**src/hdl/hbd_pkg.sv**
```systemverilog
`timescale 1ns / 1ps
`default_nettype none

package hbd_pkg;

  localparam int FRAME_BYTES_MAX_DEF = 65536;
  localparam int CFG_W               = 17;
  localparam int CFG_RESET           = 65536;
  localparam int MIN_FRAME           = 3;
  localparam int QUEUE_DEPTH         = 4;
  localparam int OUT_DATA_W          = 72;

  localparam logic [7:0]  FLAG_BYTE = 8'h7e;
  localparam logic [7:0]  ESC_BYTE  = 8'h7d;
  localparam logic [7:0]  ESC_XOR   = 8'h20;
  localparam logic [15:0] CRC_SEED  = 16'hffff;
  localparam logic [15:0] CRC_POLY  = 16'h8408;
  localparam logic [15:0] CRC_GOOD  = 16'hf0b8;

  typedef enum logic [0:0] {
    REQ_BYTE = 1'b0,
    REQ_EOC  = 1'b1
  } req_t;

  typedef enum logic [1:0] {
    KIND_PAYLOAD = 2'd0,
    KIND_GOOD    = 2'd1,
    KIND_BAD     = 2'd2
  } kind_t;

  typedef struct packed {
    kind_t      kind;
    logic [7:0] data;
  } item_t;

  typedef struct packed {
    logic  valid;
    item_t item;
  } push_t;

  // reflected crc-16, one byte, bit at a time
  function automatic logic [15:0] crc_byte(input logic [15:0] crc, input logic [7:0] b);
    logic [15:0] c;
    c = crc ^ {8'h00, b};
    for (int k = 0; k < 8; k++) begin
      c = (c >> 1) ^ (c[0] ? CRC_POLY : 16'h0000);
    end
    return c;
  endfunction

endpackage

`default_nettype wire

```
**src/hdl/hbd_front.sv**
```systemverilog
`timescale 1ns / 1ps
`default_nettype none

module hbd_front #(
  parameter int FRAME_BYTES_MAX = hbd_pkg::FRAME_BYTES_MAX_DEF
) (
  input  wire logic                       clk,
  input  wire logic                       rst,
  input  wire logic                       cfg_valid,
  output logic                            cfg_ready,
  input  wire logic [hbd_pkg::CFG_W-1:0]  cfg_data,
  input  wire logic                       s_tvalid,
  output logic                            s_tready,
  input  wire logic [7:0]                 s_tdata,
  input  wire logic [0:0]                 s_tuser,
  input  wire logic                       q_full,
  output hbd_pkg::push_t                  push
);

  localparam int LEN_W       = $clog2(FRAME_BYTES_MAX + 1);
  localparam int RESET_LIMIT = (FRAME_BYTES_MAX < hbd_pkg::CFG_RESET) ?
                               FRAME_BYTES_MAX : hbd_pkg::CFG_RESET;

  logic [LEN_W-1:0] limit;
  logic [LEN_W-1:0] byte_cnt, byte_cnt_next;
  logic             esc, esc_next;
  logic             drop, drop_next;
  logic [15:0]      crc, crc_next;
  logic [7:0]       hold [2];
  logic [7:0]       hold_next [2];
  logic             accept;
  logic             open_frame;
  logic             bad_close;
  logic [7:0]       ub;

  assign cfg_ready = 1'b1;
  assign s_tready  = !q_full;
  assign accept    = s_tvalid && s_tready;

  // limit held already clamped to the legal range
  always_ff @(posedge clk) begin
    if (rst) begin
      limit <= LEN_W'(RESET_LIMIT);
    end else if (cfg_valid && cfg_ready) begin
      if (32'(cfg_data) > 32'(FRAME_BYTES_MAX)) begin
        limit <= LEN_W'(FRAME_BYTES_MAX);
      end else if (32'(cfg_data) < 32'(hbd_pkg::MIN_FRAME)) begin
        limit <= LEN_W'(hbd_pkg::MIN_FRAME);
      end else begin
        limit <= LEN_W'(cfg_data);
      end
    end
  end

  assign open_frame = (byte_cnt != '0) || esc || drop;
  assign bad_close  = drop || esc || ((byte_cnt != '0) &&
                      ((byte_cnt < LEN_W'(hbd_pkg::MIN_FRAME)) ||
                       (crc != hbd_pkg::CRC_GOOD)));
  assign ub = esc ? (s_tdata ^ hbd_pkg::ESC_XOR) : s_tdata;

  always_comb begin
    byte_cnt_next  = byte_cnt;
    esc_next       = esc;
    drop_next      = drop;
    crc_next       = crc;
    hold_next[0]   = hold[0];
    hold_next[1]   = hold[1];
    push.valid     = 1'b0;
    push.item.kind = hbd_pkg::KIND_PAYLOAD;
    push.item.data = 8'h00;
    if (accept) begin
      if (s_tuser == hbd_pkg::REQ_EOC) begin
        byte_cnt_next  = '0;
        esc_next       = 1'b0;
        drop_next      = 1'b0;
        crc_next       = hbd_pkg::CRC_SEED;
        push.valid     = open_frame;
        push.item.kind = hbd_pkg::KIND_BAD;
      end else if (s_tdata == hbd_pkg::FLAG_BYTE) begin
        byte_cnt_next  = '0;
        esc_next       = 1'b0;
        drop_next      = 1'b0;
        crc_next       = hbd_pkg::CRC_SEED;
        if (bad_close) begin
          push.valid     = 1'b1;
          push.item.kind = hbd_pkg::KIND_BAD;
        end else if (byte_cnt != '0) begin
          push.valid     = 1'b1;
          push.item.kind = hbd_pkg::KIND_GOOD;
        end
      end else if (!drop) begin
        if (!esc && (s_tdata == hbd_pkg::ESC_BYTE)) begin
          esc_next = 1'b1;
        end else begin
          esc_next = 1'b0;
          if (byte_cnt >= limit) begin
            drop_next = 1'b1;
          end else begin
            crc_next      = hbd_pkg::crc_byte(crc, ub);
            byte_cnt_next = byte_cnt + LEN_W'(1);
            if (byte_cnt >= LEN_W'(2)) begin
              // oldest held byte leaves, the two newest stay back as fcs candidates
              push.valid     = 1'b1;
              push.item.data = hold[0];
              hold_next[0]   = hold[1];
              hold_next[1]   = ub;
            end else if (byte_cnt[0]) begin
              hold_next[1] = ub;
            end else begin
              hold_next[0] = ub;
            end
          end
        end
      end
    end
  end

  always_ff @(posedge clk) begin
    if (rst) begin
      byte_cnt <= '0;
      esc      <= 1'b0;
      drop     <= 1'b0;
      crc      <= hbd_pkg::CRC_SEED;
    end else begin
      byte_cnt <= byte_cnt_next;
      esc      <= esc_next;
      drop     <= drop_next;
      crc      <= crc_next;
    end
  end

  always_ff @(posedge clk) begin
    hold[0] <= hold_next[0];
    hold[1] <= hold_next[1];
  end

endmodule

`default_nettype wire

```
**src/hdl/hbd_queue.sv**
```systemverilog
`timescale 1ns / 1ps
`default_nettype none

module hbd_queue (
  input  wire logic           clk,
  input  wire logic           rst,
  input  wire hbd_pkg::push_t push,
  output logic                full,
  output logic                not_empty,
  output hbd_pkg::item_t      head,
  input  wire logic           pop
);

  localparam int DEPTH = hbd_pkg::QUEUE_DEPTH;
  localparam int PTR_W = $clog2(DEPTH);
  localparam int CNT_W = $clog2(DEPTH + 1);

  hbd_pkg::item_t   mem [DEPTH];
  logic [PTR_W-1:0] wr_ptr;
  logic [PTR_W-1:0] rd_ptr;
  logic [CNT_W-1:0] count;
  logic             do_pop;

  assign full      = (count == CNT_W'(DEPTH));
  assign not_empty = (count != '0);
  assign head      = mem[rd_ptr];
  assign do_pop    = pop && not_empty;

  always_ff @(posedge clk) begin
    if (push.valid) begin
      mem[wr_ptr] <= push.item;
    end
  end

  always_ff @(posedge clk) begin
    if (rst) begin
      wr_ptr <= '0;
      rd_ptr <= '0;
      count  <= '0;
    end else begin
      if (push.valid) begin
        wr_ptr <= wr_ptr + PTR_W'(1);
      end
      if (do_pop) begin
        rd_ptr <= rd_ptr + PTR_W'(1);
      end
      case ({push.valid, do_pop})
        2'b10:   count <= count + CNT_W'(1);
        2'b01:   count <= count - CNT_W'(1);
        default: count <= count;
      endcase
    end
  end

endmodule

`default_nettype wire

```
**src/hdl/hbd_back.sv**
```systemverilog
`timescale 1ns / 1ps
`default_nettype none

module hbd_back (
  input  wire logic                             clk,
  input  wire logic                             rst,
  input  wire logic                             q_valid,
  input  wire hbd_pkg::item_t                   q_head,
  output logic                                  q_pop,
  output logic                                  m_tvalid,
  input  wire logic                             m_tready,
  output logic [hbd_pkg::OUT_DATA_W-1:0]        m_tdata,
  output logic [1:0]                            m_tuser,
  output logic                                  m_tlast
);

  logic [31:0]    good_count, good_count_next;
  logic [31:0]    bad_count, bad_count_next;
  logic [7:0]     data_out;
  hbd_pkg::kind_t kind_out;

  // output register refills whenever it is empty or being drained
  assign q_pop = q_valid && (!m_tvalid || m_tready);

  always_comb begin
    good_count_next = good_count;
    bad_count_next  = bad_count;
    case (q_head.kind)
      hbd_pkg::KIND_GOOD: good_count_next = good_count + 32'd1;
      hbd_pkg::KIND_BAD:  bad_count_next  = bad_count + 32'd1;
      default: ;
    endcase
  end

  always_ff @(posedge clk) begin
    if (rst) begin
      m_tvalid   <= 1'b0;
      good_count <= '0;
      bad_count  <= '0;
    end else begin
      if (q_pop) begin
        m_tvalid   <= 1'b1;
        good_count <= good_count_next;
        bad_count  <= bad_count_next;
      end else if (m_tready) begin
        m_tvalid <= 1'b0;
      end
    end
  end

  always_ff @(posedge clk) begin
    if (q_pop) begin
      data_out <= q_head.data;
      kind_out <= q_head.kind;
    end
  end

  assign m_tdata = {bad_count, good_count, data_out};
  assign m_tuser = kind_out;
  assign m_tlast = (kind_out != hbd_pkg::KIND_PAYLOAD);

endmodule

`default_nettype wire

```
**src/hdl/hdlc_byte_deframer_fcs_check.sv**
```systemverilog
// channel | dir | handshake          | content
// s       | in  | s_tvalid/s_tready  | tdata: data_byte; tuser: req_type
// m       | out | m_tvalid/m_tready  | tdata: payload, good, malformed; tuser: kind; tlast
// cfg     | in  | cfg_valid/cfg_ready| cfg_data: max_frame_bytes (17 bits)
//
// one item per cycle sustained while the queue is not full; the queue is written on
// the edge that takes an item, and the output register loads from its head when free
// the whole byte step (unescape, crc-16 over 8 bits, holdback) is combinational
// a four-entry queue lets the input keep going while the output stalls
// synchronous reset, no clearing pass; cfg_ready is always high
`timescale 1ns / 1ps
`default_nettype none

module hdlc_byte_deframer_fcs_check #(
  parameter int FRAME_BYTES_MAX = hbd_pkg::FRAME_BYTES_MAX_DEF
) (
  input  wire logic                             clk,
  input  wire logic                             rst,
  input  wire logic                             cfg_valid,
  output logic                                  cfg_ready,
  input  wire logic [hbd_pkg::CFG_W-1:0]        cfg_data,   // max_frame_bytes
  input  wire logic                             s_tvalid,
  output logic                                  s_tready,
  input  wire logic [7:0]                       s_tdata,    // data_byte
  input  wire logic [0:0]                       s_tuser,    // req_type
  output logic                                  m_tvalid,
  input  wire logic                             m_tready,
  // payload_byte [7:0], good_frames [39:8], malformed_frames [71:40]
  output logic [hbd_pkg::OUT_DATA_W-1:0]        m_tdata,
  output logic [1:0]                            m_tuser,    // item_kind
  output logic                                  m_tlast     // last
);

  hbd_pkg::push_t push;
  hbd_pkg::item_t q_head;
  logic           q_full;
  logic           q_valid;
  logic           q_pop;

  hbd_front #(
    .FRAME_BYTES_MAX (FRAME_BYTES_MAX)
  ) u_front (
    .clk       (clk),
    .rst       (rst),
    .cfg_valid (cfg_valid),
    .cfg_ready (cfg_ready),
    .cfg_data  (cfg_data),
    .s_tvalid  (s_tvalid),
    .s_tready  (s_tready),
    .s_tdata   (s_tdata),
    .s_tuser   (s_tuser),
    .q_full    (q_full),
    .push      (push)
  );

  hbd_queue u_queue (
    .clk       (clk),
    .rst       (rst),
    .push      (push),
    .full      (q_full),
    .not_empty (q_valid),
    .head      (q_head),
    .pop       (q_pop)
  );

  hbd_back u_back (
    .clk      (clk),
    .rst      (rst),
    .q_valid  (q_valid),
    .q_head   (q_head),
    .q_pop    (q_pop),
    .m_tvalid (m_tvalid),
    .m_tready (m_tready),
    .m_tdata  (m_tdata),
    .m_tuser  (m_tuser),
    .m_tlast  (m_tlast)
  );

endmodule

`default_nettype wire

```
**config.mk**
```make
export PLATFORM = sky130hd
export DESIGN_NAME = hdlc_byte_deframer_fcs_check
export DESIGN_NICKNAME = d
export VERILOG_FILES = /design/src/hdl/hbd_pkg.sv /design/src/hdl/hbd_front.sv /design/src/hdl/hbd_queue.sv /design/src/hdl/hbd_back.sv /design/src/hdl/hdlc_byte_deframer_fcs_check.sv
export SDC_FILE = /design/constraint.sdc
export NUM_CORES = 1
export LEC_CHECK = 0
export ABC_AREA = 1
export BUFFER_PORTS_ARGS = -buffer_cell sky130_fd_sc_hd__clkbuf_2
export CAP_MARGIN = 20
export CORE_MARGIN = 10
export CORE_UTILIZATION = 45
export DETAILED_ROUTE_END_ITERATION = 8
export PLACE_DENSITY = 0.66
export SLEW_MARGIN = 20
export SYNTH_ARGS = -nofsm -noshare
export SYNTH_HDL_FRONTEND = slang
export SYNTH_SLANG_ARGS = --single-unit
```
**constraint.sdc**
```tcl
create_clock -name clk -period 2.6 [get_ports clk]
set_input_delay 0.52 -clock clk [delete_from_list [all_inputs] [get_ports clk]]
set_output_delay 0.52 -clock clk [all_outputs]
set_load 0.005 [all_outputs]
```
== Word-level counts from Yosys, hierarchy flattened ==
Memory sizes are Yosys's and may differ from the RTL's. A register that Yosys moved wholly into a read port is not among the register bits.
Cells that the tools add are included.
Storage, ports and cells
  input port bits: 31
  memory bits (writable): 56
  bits in latches: 0
  memories: 2
  memory bits (read-only): 0
  logic and storage cells: 133
  output and inout port bits: 78
  bits in registers: 134
Memories
  u_queue.mem: depth 4, bits a word 10, read ports 1, clocked after memory_dff 1, wr ports 1, RTL line hbd_queue.sv:18  | hbd_pkg::item_t mem [DEPTH];
  u_front.hold: depth 2, bits a word 8, read ports 2, clocked after memory_dff 0, wr ports 2, RTL line hbd_front.sv:29  | logic [7:0] hold [2];
Cells by class
  shifts and indexed selects: 0
  reductions and logical operators: 23
  equal/unequal tests: 11
  multiply operators: 0
  muxes and demuxes: 62
  divide/modulo/power cells: 0
  add/sub/neg operators: 7
  $lt $le $gt $ge: 5
  bitwise operators: 10
Operator list (number)
  $mux W16: 20
  $xor A15 B16 Y16: 8
  $mux W17: 7
  $add A32 B1 Y32 const B: 2
  $mux W8: 8
  $lt A17 B2 Y1 const B: 2
  $mux W1: 18
  $add A17 B1 Y17 const B: 1
  $ge A17 B17 Y1: 1
  $ge A17 B2 Y1 const B: 1
  $gt A17 B17 Y1 const B: 1
  $reduce_bool A17 Y1: 1
  $eq A8 B7 Y1 const B: 2
  $ne A16 B16 Y1 const B: 1
  $xor A16 B8 Y16: 1
  $mux W11: 1
  $mux W3: 3
  $logic_or A1 B1 Y1: 6
  $mux W2: 3
  $mux W6: 1
  $ne A3 B2 Y1 const B: 2
  $pmux W3 S2: 1
  $reduce_and A2 Y1: 3
  $reduce_bool A2 Y1: 3
  other kinds (12): 21

== Logic depth before layout (Yosys ltp) ==
Gate-level depths: netlist of the first run.
  depth after elaboration: 24
  depth in mapped cells: 18
  depth with buffers taken out: 18

== Modules after synthesis ==
From an unflattened synthesis of the first run, not the netlist that was laid out.
Second synthesis, totals
  cell total of the unflattened synthesis: 1384
  area total of the unflattened synthesis: 10184.8 um^2
Modules (own cells, without submodules)
  hbd_front: area each 4367.9 um^2, cells an instance 637, instances 1, seq. area each 1521.5 um^2
  hbd_back: area each 3861.2 um^2, cells an instance 584, instances 1, seq. area each 1601.5 um^2
  hbd_queue: area each 1955.6 um^2, cells an instance 163, instances 1, seq. area each 1381.3 um^2

== Worst setup path after synthesis of the first run ==
OpenSTA, ideal clock, no wires.
  path type: register to register
  start: register u_front.byte_cnt[0]
  end: register u_queue.count[1]
  setup slack: 0.118 ns
  required time: 2.535 ns
  stages on the path, launching flop included: 17
  data arrival time: 2.417 ns
  path buffers: 1
  clock period less this slack: 2.482 ns
  library setup time: 0.065 ns
  cell sequence: dfxtp_1 -> buf_2 -> inv_1 -> ha_1 -> inv_1 -> nand2_1 -> nand3_1 -> nor2_1 -> nor2_1 -> nand3_1 -> o21a_2 -> ha_1 -> inv_1 -> fa_1 -> nor2_1 -> a21oi_1 -> nor2_1
On the way
  word-level cells in the longest chain between the ends: 10
  elaborated cells on any way between the ends: 22
  those cells by class: order compare (3); eq/ne (2); mux (10); reduce/logical (7)
RTL lines
  start: declaration: RTL line hbd_front.sv:25  | logic [LEN_W-1:0] byte_cnt, byte_cnt_next;
  start signal: assignment: RTL line hbd_front.sv:125  | byte_cnt <= byte_cnt_next;
  $ge A17 B2 Y1 / $lt A17 B2 Y1 (equally long branches): RTL line hbd_front.sv:101, hbd_front.sv:57
  $mux W1 / $logic_or A1 B1 Y1 (equally long branches): RTL line hbd_front.sv:101, hbd_front.sv:57
  $mux W1 / $logic_and A1 B1 Y1 (equally long branches): RTL line hbd_front.sv:96, hbd_front.sv:56
  $mux W1 / $logic_or A1 B1 Y1 (equally long branches): RTL line hbd_front.sv:92, hbd_front.sv:56
  $mux W1 / $mux W3 (equally long branches): RTL line hbd_front.sv:91, hbd_front.sv:84
  $mux W1: RTL line hbd_front.sv:79  | end else if (s_tdata == hbd_pkg::FLAG_BYTE) begin
  $mux W3 (*): RTL line hbd_front.sv:72  | if (s_tuser == hbd_pkg::REQ_EOC) begin
  $mux W11 (*): RTL line hbd_front.sv:71  | if (accept) begin
  $eq A2 B1 Y1 / $eq A2 B2 Y1 (equally long branches): RTL line hbd_queue.sv:47  | case ({push.valid, do_pop})
  $pmux W3 S2 / $reduce_bool A2 Y1 (equally long branches)
  end signal: assignment: RTL line hbd_queue.sv:48  | 2'b10: count <= count + CNT_W'(1);
  end signal: assignment: RTL line hbd_queue.sv:49  | 2'b01: count <= count - CNT_W'(1);
  end signal: assignment: RTL line hbd_queue.sv:50  | default: count <= count;
  end: declaration: RTL line hbd_queue.sv:21  | logic [CNT_W-1:0] count;
Every way passes the cells marked *; elsewhere a longest branch is shown, timed or not.
A chain may end at the register's enable or synchronous reset.

== Worst setup path in the final report of the first run ==
  start: register u_front.limit[16]
  end: register u_queue.count[1]
On the way
  word-level cells in the longest chain between the ends: 9
  elaborated cells on any way between the ends: 11
  those cells by class: order compare (1); eq/ne (2); mux (7); reduce/logical (1)
RTL lines
  start: declaration: RTL line hbd_front.sv:24  | logic [LEN_W-1:0] limit;
  start signal: assignment: RTL line hbd_front.sv:43  | limit <= LEN_W'(RESET_LIMIT);
  start signal: assignment: RTL line hbd_front.sv:46  | limit <= LEN_W'(FRAME_BYTES_MAX);
  start signal: assignment: RTL line hbd_front.sv:48  | limit <= LEN_W'(hbd_pkg::MIN_FRAME);
  $ge A17 B17 Y1 (*): RTL line hbd_front.sv:96  | if (byte_cnt >= limit) begin
  $mux W1 (*): RTL line hbd_front.sv:96
  $mux W1 (*): RTL line hbd_front.sv:92  | if (!esc && (s_tdata == hbd_pkg::ESC_BYTE)) begin
  $mux W1 (*): RTL line hbd_front.sv:91  | end else if (!drop) begin
  $mux W1 (*): RTL line hbd_front.sv:79
  $mux W3 (*): RTL line hbd_front.sv:72
  $mux W11 (*): RTL line hbd_front.sv:71
  $eq A2 B1 Y1 / $eq A2 B2 Y1 (equally long branches): RTL line hbd_queue.sv:47
  $pmux W3 S2 / $reduce_bool A2 Y1 (equally long branches)
Marked as above.

==> results of run 1 <==
critical path, cell delays in order (launching register included):
cell     delay [ns]
dfxtp_1        0.32
inv_1          0.05
ha_1           0.28
a21o_1         0.16
nor2_1         0.14
nand2_2        0.10
nor2_4         0.13
nand3_2        0.08
o21a_2         0.21
ha_2           0.18
inv_2          0.06
fa_2           0.43
nor2_2         0.11
a21oi_1        0.04
nor2_1         0.07
kinds of logic (layout without fill, tap and decap cells):
family,after synthesis,count (layout),synth area share [%]
compound gates,184,184,9.45
flops,192,192,43.2
simple gates,768,768,31.7
xor+xnor,52,52,4.37
buf+inv,180,327,7.84
fa+ha+maj,28,28,3.43
other cells,1,1,0.0360
through the flow:
step                      total power [mW]  setup slack, ns  TNS, ns
final                                 8.47            0.166        0
after CTS                             8.49          0.00506        0
after global placement                5.73           0.0630        0
after detailed placement              5.77           0.0249        0
after floorplan                       5.23            0.118        0
after global routing                  8.99          -0.0447  -0.0447
synthesized netlist by cell type (all sizes together):
cell    instances  share of area (%)
nand2         416                 15
nor2          181                6.9
inv           132                4.8
dfxtp         126                 24
a21oi         115                5.7
nand3          98                5.1
edfxtp         66                 19
o21ai          49                2.4
nor3           35                1.9
xor2           31                2.6
buf            29                2.4
ha             27                3.2
nand4          23                1.4
xnor2          21                1.8
clkbuf         18               0.65
o22ai           8               0.48
or2             6               0.36
nand3b          4               0.29
nor4            4               0.24
o211ai          3               0.22
a21o            2               0.14
a31oi           2               0.12
o21a            2               0.16
a211oi          1              0.072
and2            1              0.060
clkinv          1              0.036
conb            1              0.036
fa              1               0.19
o211a           1              0.096
o21bai          1              0.072
worst max-delay path by stage:
stage	startpoint	endpoint	slack (ns)
CTS	u_front.limit[16]	u_queue.count[2]	0.005
floorplan	u_front.byte_cnt[0]	u_queue.count[1]	0.12
global route	u_front.limit[11]	u_queue.count[1]	-0.04
detailed placement	s_tdata[7]	u_queue.count[2]	0.02
global placement	s_tdata[7]	u_queue.count[2]	0.06
finish	u_front.limit[16]	u_queue.count[1]	0.17
cells in the final DEF, fill, tap and decap left out, types with 4 or more instances in the layout:
master     count
a21oi_1      112
nor3_2         5
nand3b_1       4
clkbuf_2     106
nand3_1       89
dfxtp_2        5
dfxtp_1      121
inv_2         10
buf_4         55
inv_8          5
nor4_1         4
or2_2          4
nor2_4         4
xor2_1        31
nor2_2        14
inv_1        121
o21ai_1        8
edfxtp_1      66
nand2_2       14
xnor2_1       21
nand2_1      399
nand3_2        8
nand4_1       23
clkbuf_16     17
ha_1          24
o22ai_1        8
clkinv_8       4
nor3_1        30
nor2_1       163
o21ai_0       41
sequential cells by signal, summed over array words and instances (netlist names), named ones only:
signal             flops
u_queue.mem           40
u_back.bad_count      32
u_back.good_count     32
u_front.byte_cnt      17
u_front.limit         17
u_front.crc           16
u_front.hold          16
u_back.data_out        8
u_queue.count          3
u_back.m_tuser         2
u_queue.rd_ptr         2
u_queue.wr_ptr         2
u_back.m_tvalid        1
u_front.drop           1
u_front.esc            1
per-layer routing:
layer | GRT usage [%] | part of all wire, % | vias up
met3 | 3.28 | 4.9 | 22
met2 | 29.2 | 47 | 203
met1 | 23.8 | 47 | 4319
met5 | 0 | 0 | -
li1 | - | - | 4836
met4 | 4.61 | 0.89 | 0
power groups by stage:
stage	logic [mW]	clock network, mW	registers [mW]
2_1_floorplan	1.52	0	3.71
3_3_place_gp	1.99	0	3.74
3_5_place_dp	2.03	0	3.75
4_1_cts	2.03	2.79	3.68
5_1_grt	2.37	2.90	3.72
6_report	2.07	2.72	3.68
final cells by class:
class,instances,share of cell area [%]
multi-input cells,1033,42.8
flip-flops and latches,192,37.2
repair buffers,162,7.82
inverters,133,4.14
clock buffers,17,3.51
well taps,285,2.94
clock inverters,15,1.61
repair_timing:
item / in CTS / in global routing
resized for setup: 0 / 29
endpoints found under the setup margin: 0 / 2
buffers inserted: 0 / 3
hold endpoints to repair: 0 / 0
hold buffers: 0 / 0
==> summary.txt, run 1 <==
Finish
  – # diodes: 0
  – FILL cells: 2191
  – Nets@finish: 1598
  – Fraction of layout cells with a size suffix above 1: 17.5%
  – Fin area: 12100 µm²
  – Final Util: 53.4%
  – Reg area: 4510 µm²
  – Multi-input logic area: 5190 µm²
  – Synthesis-to-finish area growth: 16.3%
  – Final Non-Filler Cells: 1837

Timing
  – Final min period: 2.43 ns
  – Period utilization: 93.6%
  – Final Setup Violations: 0
  – Clock Skews: 0.0127 ns
  – Normalized max-slew margin: 52.1%
  – Final Hold Viols: 0
  – Fmax: 0.411 GHz
  – RSZ-0062 raised after global routing: true
  – Slew Limit Fails: 0
  – Least-Margin Pin Slew: 0.719 ns
  – Min Hold Slack: 0.281 ns

Setup path
  – R2r setup slk: 0.17 ns
  – Kind of critical path: reg -> reg
  – Data arrival time of the critical path: 2.81 ns
  – R2R depth: 14
  – Worst Setup Start Kind: flip-flop
  – Worst EP required: 2.98 ns
  – Critical Path Sink Type: flip-flop
  – Worst Path Max Fanout: 2
  – R2R Path End: u_queue.count[1]
  – Worst reg2reg startpoint: u_front.limit[16]

Drt
  – Total Wirelength: 26100 µm
  – Routed WL per cell: 14.2 µm
  – Via count: 9380
  – DRT iter0 DRCs: 664
  – DRC: 0
  – Antenna-violating nets left: 0
  – Vias/cell: 5.11
  – Pre-Repair DR Iteration Count: 7

Global routing
  – Vias in the first global route: 8844
  – Initial antenna violation count: 0
  – Largest net degree at the start of global routing: 67
  – Overall routing resource usage: 17.9%
  – Gr ovfl total: 0
  – First-pass GRT wire length: 43400 µm

Synthesis
  – Count of state elements after synthesis: 192
  – Synth cell types: 46
  – YS warnings: 0
  – Cell Area, Synth: 10400 µm²
  – Sequential-to-total area share from yosys stat: 43.2%
  – Syn nets: 1464
  – Post-Synthesis Cells: 1405
  – Syn Area/Cell: 7.42 µm²

Min path
  – Hold path cells: 1
  – Hold worst-path end: u_front.hold[0][8]
  – Worst hold path type: in -> reg
  – Hold_sp: s_tdata[0]

Job
  – Max Cap Viol: 0

CTS
  – CTS Sinks: 192
  – Worst-path clk slew: 0.08 ns
  – Clock Path Buffers: 2
  – Root buf cell: clkbuf_16
  – TritonCTS buffer count: 17
  – CTS tree: done
  – Htree depth: 4
  – Worst-skew pair later-pin latency: 0.44 ns

Power and ir drop
  – Gate power share: 24.5%
  – Psw: 2.87 mW
  – Int Pwr: 5.60 mW
  – Clk pwr share: 32.1%
  – Lkg Pwr: 4.86 nW
  – Power per cell area: 698 nW/µm²
  – Switching Share: 33.9%
  – Part of the power in registers: 43.4%
  – Max VDD drop: 0.359 mV

Outcome
  – Status: complete, no violations

Floorplanning
  – Core footprint: 22700 µm²
  – Die area: 29600 µm²
  – Top Ports: 109
  – FP Rows: 55
  – Initial Util: 45.9%
  – Die W: 172 µm
  – Die Height: 172 µm

Placement
  – Cell Area, Placed: 11400 µm²
  – Cells after DPL: 1802
  – Hpwl dp: 19600 µm
  – Count of buffers from port buffering: 107
  – Gp weighted congestion: 0.924
No activity file was read; power rests on OpenSTA's default activity.
==> run 2, diff against run 1 <==
- ABC_AREA: 1 -> not set
- PLACE_DENSITY: 0.66 -> 0.67
==> summary.txt, run 2 <==
Global routing
  – Overall routing resource usage: 15.5% (was 17.9%)
  – Vias in the first global route: 6433 (was 8844)
  – Gr ovfl total: 0 (unchanged)
  – First-pass GRT wire length: 31800 µm (was 43400 µm)
  – Initial antenna violation count: 0 (unchanged)
  – Largest net degree at the start of global routing: 70 (was 67)

Finish
  – Fraction of layout cells with a size suffix above 1: 33.7% (was 17.5%)
  – Final Util: 60.3% (was 53.4%)
  – Largest register FFs: 40 (unchanged)
  – Synthesis-to-finish area growth: 31.1% (was 16.3%)
  – Most frequent cells in the layout: dfxtp_1 (113), nor2_1 (108), clkbuf_2 (106), buf_4 (103), edfxtp_1 (66) (was nand2_1 (399), nor2_1 (163), inv_1 (121), dfxtp_1 (121), a21oi_1 (112))
  – Most common cell after layout, fill and taps aside: dfxtp_1 (was nand2_1)
  – Nets@finish: 1113 (was 1598)
  – Largest regs: u_queue.mem (40), u_back.bad_count (32), u_back.good_count (32) (unchanged)
  – # diodes: 0 (unchanged)
  – Top reg by flops: u_queue.mem (unchanged)
  – Final Non-Filler Cells: 1327 (was 1837)
  – Fin area: 11300 µm² (was 12100 µm²)

Drt
  – Pre-Repair DR Iteration Count: 5 (was 7)
  – DR top layer: met4 (unchanged)
  – Routed WL per cell: 15.3 µm (was 14.2 µm)
  – Antenna-violating nets left: 0 (unchanged)
  – Routed wl met3: 1090 µm (was 1270 µm)
  – Via count: 6879 (was 9380)
  – DRT iter0 DRCs: 398 (was 664)
  – DRC: 0 (unchanged)
  – Total Wirelength: 20300 µm (was 26100 µm)
  – Vias/cell: 5.18 (was 5.11)
  – Met1 WL: 9030 µm (was 12300 µm)
  – Detail Route met2 WL: 9970 µm (was 12400 µm)

Timing
  – Setup tns final: -10.62 ns (was 0 ns)
  – Fmax: 0.341 GHz (was 0.411 GHz)
  – RSZ-0062 raised after global routing: true (unchanged)
  – Slew Limit Fails: 0 (unchanged)
  – Period utilization: 113% (was 93.6%)
  – Clock Skews: 0.0142 ns (was 0.0127 ns)
  – Final worst slack: -0.336 ns (was 0.166 ns)
  – Min Hold Slack: 0.342 ns (was 0.281 ns)
  – Least-Margin Pin Slew: 0.781 ns (was 0.719 ns)
  – Final Setup Violations: 54 (was 0)
  – Final min period: 2.94 ns (was 2.43 ns)
  – Normalized max-slew margin: 47.6% (was 52.1%)
  – Final Hold Viols: 0 (unchanged)

Power and ir drop
  – Tot Pwr: 7.54 mW (was 8.47 mW)
  – Max VDD drop: 0.498 mV (was 0.359 mV)
  – Power per cell area: 665 nW/µm² (was 698 nW/µm²)
  – Clk pwr share: 34.5% (was 32.1%)
  – Gate power share: 19.7% (was 24.5%)
  – Lkg Pwr: 4.39 nW (was 4.86 nW)
  – Part of the power in registers: 45.8% (was 43.4%)
  – Int Pwr: 5.46 mW (was 5.60 mW)
  – Switching Share: 27.6% (was 33.9%)
  – Psw: 2.08 mW (was 2.87 mW)

Floorplanning
  – Core footprint: 18800 µm² (was 22700 µm²)
  – Initial Util: 46.0% (was 45.9%)
  – FP Rows: 50 (was 55)
  – Die W: 159 µm (was 172 µm)
  – Die area: 25200 µm² (was 29600 µm²)
  – Die Height: 159 µm (was 172 µm)
  – Top Ports: 109 (unchanged)

Setup path
  – R2R Path End: u_queue.count[2] (was u_queue.count[1])
  – Worst Setup Start Kind: flip-flop (unchanged)
  – Top delay family on crit path: adder cells (unchanged)
  – Critical Path, Cell by Cell: inv_1 -> ha_4 -> nand2_2 -> or3_1 -> a2111o_1 -> a31oi_4 -> ha_2 -> inv_2 -> fa_2 -> xor2_1 -> or3_1 -> a21oi_1 (was inv_1 -> ha_1 -> a21o_1 -> nor2_1 -> nand2_2 -> nor2_4 -> nand3_2 -> o21a_2 -> ha_2 -> inv_2 -> fa_2 -> nor2_2 -> a21oi_1 -> nor2_1)
  – Critical path startpoint: u_front.limit[5] (was u_front.limit[16])
  – Max stage delay cell, worst path: a2111o_1 (was fa_2)
  – Kind of critical path: reg -> reg (unchanged)
  – Crit path buf inv count: 2 (unchanged)
  – Top cell by count, worst path: or3_1 (was nor2_1)
  – R2r setup slk: -0.34 ns (was 0.17 ns)
  – Critical Path Sink Type: flip-flop (unchanged)
  – CP max stage delay: 0.49 ns (was 0.43 ns)
  – Worst Path Max Fanout: 2 (unchanged)
  – Data arrival time of the critical path: 3.29 ns (was 2.81 ns)
  – Worst reg2reg startpoint: u_front.limit[5] (was u_front.limit[16])
  – Worst path depth: 12 (was 14)
  – Worst EP required: 2.95 ns (was 2.98 ns)
  – R2R depth: 12 (was 14)

Placement
  – Pre-CTS setup slack: -0.369 ns (was 0.0249 ns)
  – Gp weighted congestion: 0.835 (was 0.924)
  – Hpwl dp: 14300 µm (was 19600 µm)
  – Cell Area, Placed: 10200 µm² (was 11400 µm²)
  – Count of buffers from port buffering: 107 (unchanged)
  – Cells after DPL: 1278 (was 1802)

CTS
  – Htree depth: 4 (unchanged)
  – CTS Sinks: 192 (unchanged)
  – Hold Buf Count CTS: 0 (unchanged)
  – Worst-skew pair later-pin latency: 0.43 ns (was 0.44 ns)
  – Clock Path Buffers: 2 (unchanged)
  – Root buf cell: clkbuf_16 (unchanged)
  – TritonCTS buffer count: 17 (unchanged)
  – CTS tree: done (unchanged)
  – Worst-path clk slew: 0.07 ns (was 0.08 ns)

Synthesis
  – Top FF cell, synth: dfxtp_1 (unchanged)
  – Post-Synthesis Cells: 841 (was 1405)
  – Area leader, netlist: dfxtp_1 (unchanged)
  – Synth Area in XOR/XNOR: 8.80% (was 4.37%)
  – Most common cell in the netlist: dfxtp_1 (was nand2_1)
  – FFs w/ async S/R, synth: 0% (unchanged)
  – Count of state elements after synthesis: 192 (unchanged)
  – Simple-Gate Fraction of Synth Area: 19.6% (was 31.7%)
  – Largest family of logic cells by synthesized area: simple AND/OR/NAND/NOR gates (unchanged)
  – Post-synth top area share: 29.1% (was 24.2%)
  – Syn nets: 900 (was 1464)
  – Synth cell types: 54 (was 46)
  – Synthesized-area fraction occupied by adder cells: 4.13% (was 3.43%)
  – Most frequent cells after synthesis: dfxtp_1 (126), nor2_1 (110), edfxtp_1 (66) (was nand2_1 (403), nor2_1 (169), dfxtp_1 (126))
  – Cell Area, Synth: 8650 µm² (was 10400 µm²)
  – Synth top area cells: dfxtp_1 (29%), edfxtp_1 (23%), xnor2_1 (4.9%) (was dfxtp_1 (24%), edfxtp_1 (19%), nand2_1 (15%))
  – Post-synthesis mux area share: 4.51% (was 0%)
  – Sequential-to-total area share from yosys stat: 52.0% (was 43.2%)
  – EDFF count, synth: 66 (unchanged)
  – Syn Area/Cell: 10.3 µm² (was 7.42 µm²)
  – Post-synthesis compound-gate area fraction: 7.36% (was 9.45%)
  – YS warnings: 0 (unchanged)

Min path
  – Hold worst-path end: u_front.limit[10] (was u_front.hold[0][8])
  – Hold path cells: 3 (was 1)
  – Worst hold path type: in -> reg (unchanged)
  – Hold_sp: cfg_data[10] (was s_tdata[0])

Job
  – Max Cap Viol: 0 (unchanged)

Outcome
  – Failing checks: setup timing
  – Status: complete, but fails checks (was complete, no violations)
[run 2: changes by cell type in the layout (fill, tap and decap cells not counted), moves of 48 or more]
cell and change:
a21oi_1 -87, buf_4 +48, inv_1 -91, nand2_1 -342, nand3_1 -62, nor2_1 -55
[run 2: timing repair]
action                     4_1_cts  5_1_grt
pin swaps                        6       12
buffers inserted                 2        9
setup endpoints to repair       43      116
gates resized for setup         11      101
hold endpoints to repair         0        0
cloned                           0        7
[run 2: layer usage]
metal | vias up | GRT usage [%]
met1 | 3266 | 19.9
met2 | 173 | 25.8
met5 | - | 0
li1 | 3417 | -
met4 | 0 | 3.57
met3 | 23 | 3.80
[run 2: area by class of cell]
cell class / count / area, µm²
inverter: 40 / 150
clock buffer: 18 / 429
sequential: 192 / 4520
timing repair buffer: 230 / 1560
multi-input combinational: 573 / 4210
fill: 1576 / 7480
tap: 260 / 325
clock inverter: 14 / 158
[run 2: worst max-delay path by stage]
stage / to / slack (ns)
floorplan: u_queue.count[2] / -0.44
global placement: u_queue.count[2] / -0.32
detailed placement: u_queue.count[2] / -0.37
CTS: u_queue.count[2] / -0.32
global route: u_queue.count[2] / -0.45
finish: u_queue.count[2] / -0.34
[run 2: worst register-to-register path, cell delays in order (launching register included)]
cell and delay, ns:
dfxtp_1 0.32, inv_1 0.07, ha_4 0.27, nand2_2 0.05
or3_1 0.34, a2111o_1 0.49, a31oi_4 0.17, ha_2 0.21
inv_2 0.04, fa_2 0.32, xor2_1 0.15, or3_1 0.31
a21oi_1 0.12
[run 2: power groups by stage]
stage | clock network (mW) | registers (mW) | logic [mW]
floorplan | 0 | 3.52 | 0.820
global placement | 0 | 3.51 | 1.37
detailed placement | 0 | 3.52 | 1.39
CTS | 2.66 | 3.45 | 1.41
global route | 2.78 | 3.48 | 1.63
finish | 2.60 | 3.45 | 1.49
[run 2: cells by family after synthesis]
kind of cell               Yosys count
AOI/OAI and AO/OA                  102
muxes                               24
buffers and inverters               76
adders and majority gates           28
xor gates and xnor gates            87
other                                1
and+or+nand+nor                    331
DFF                                192
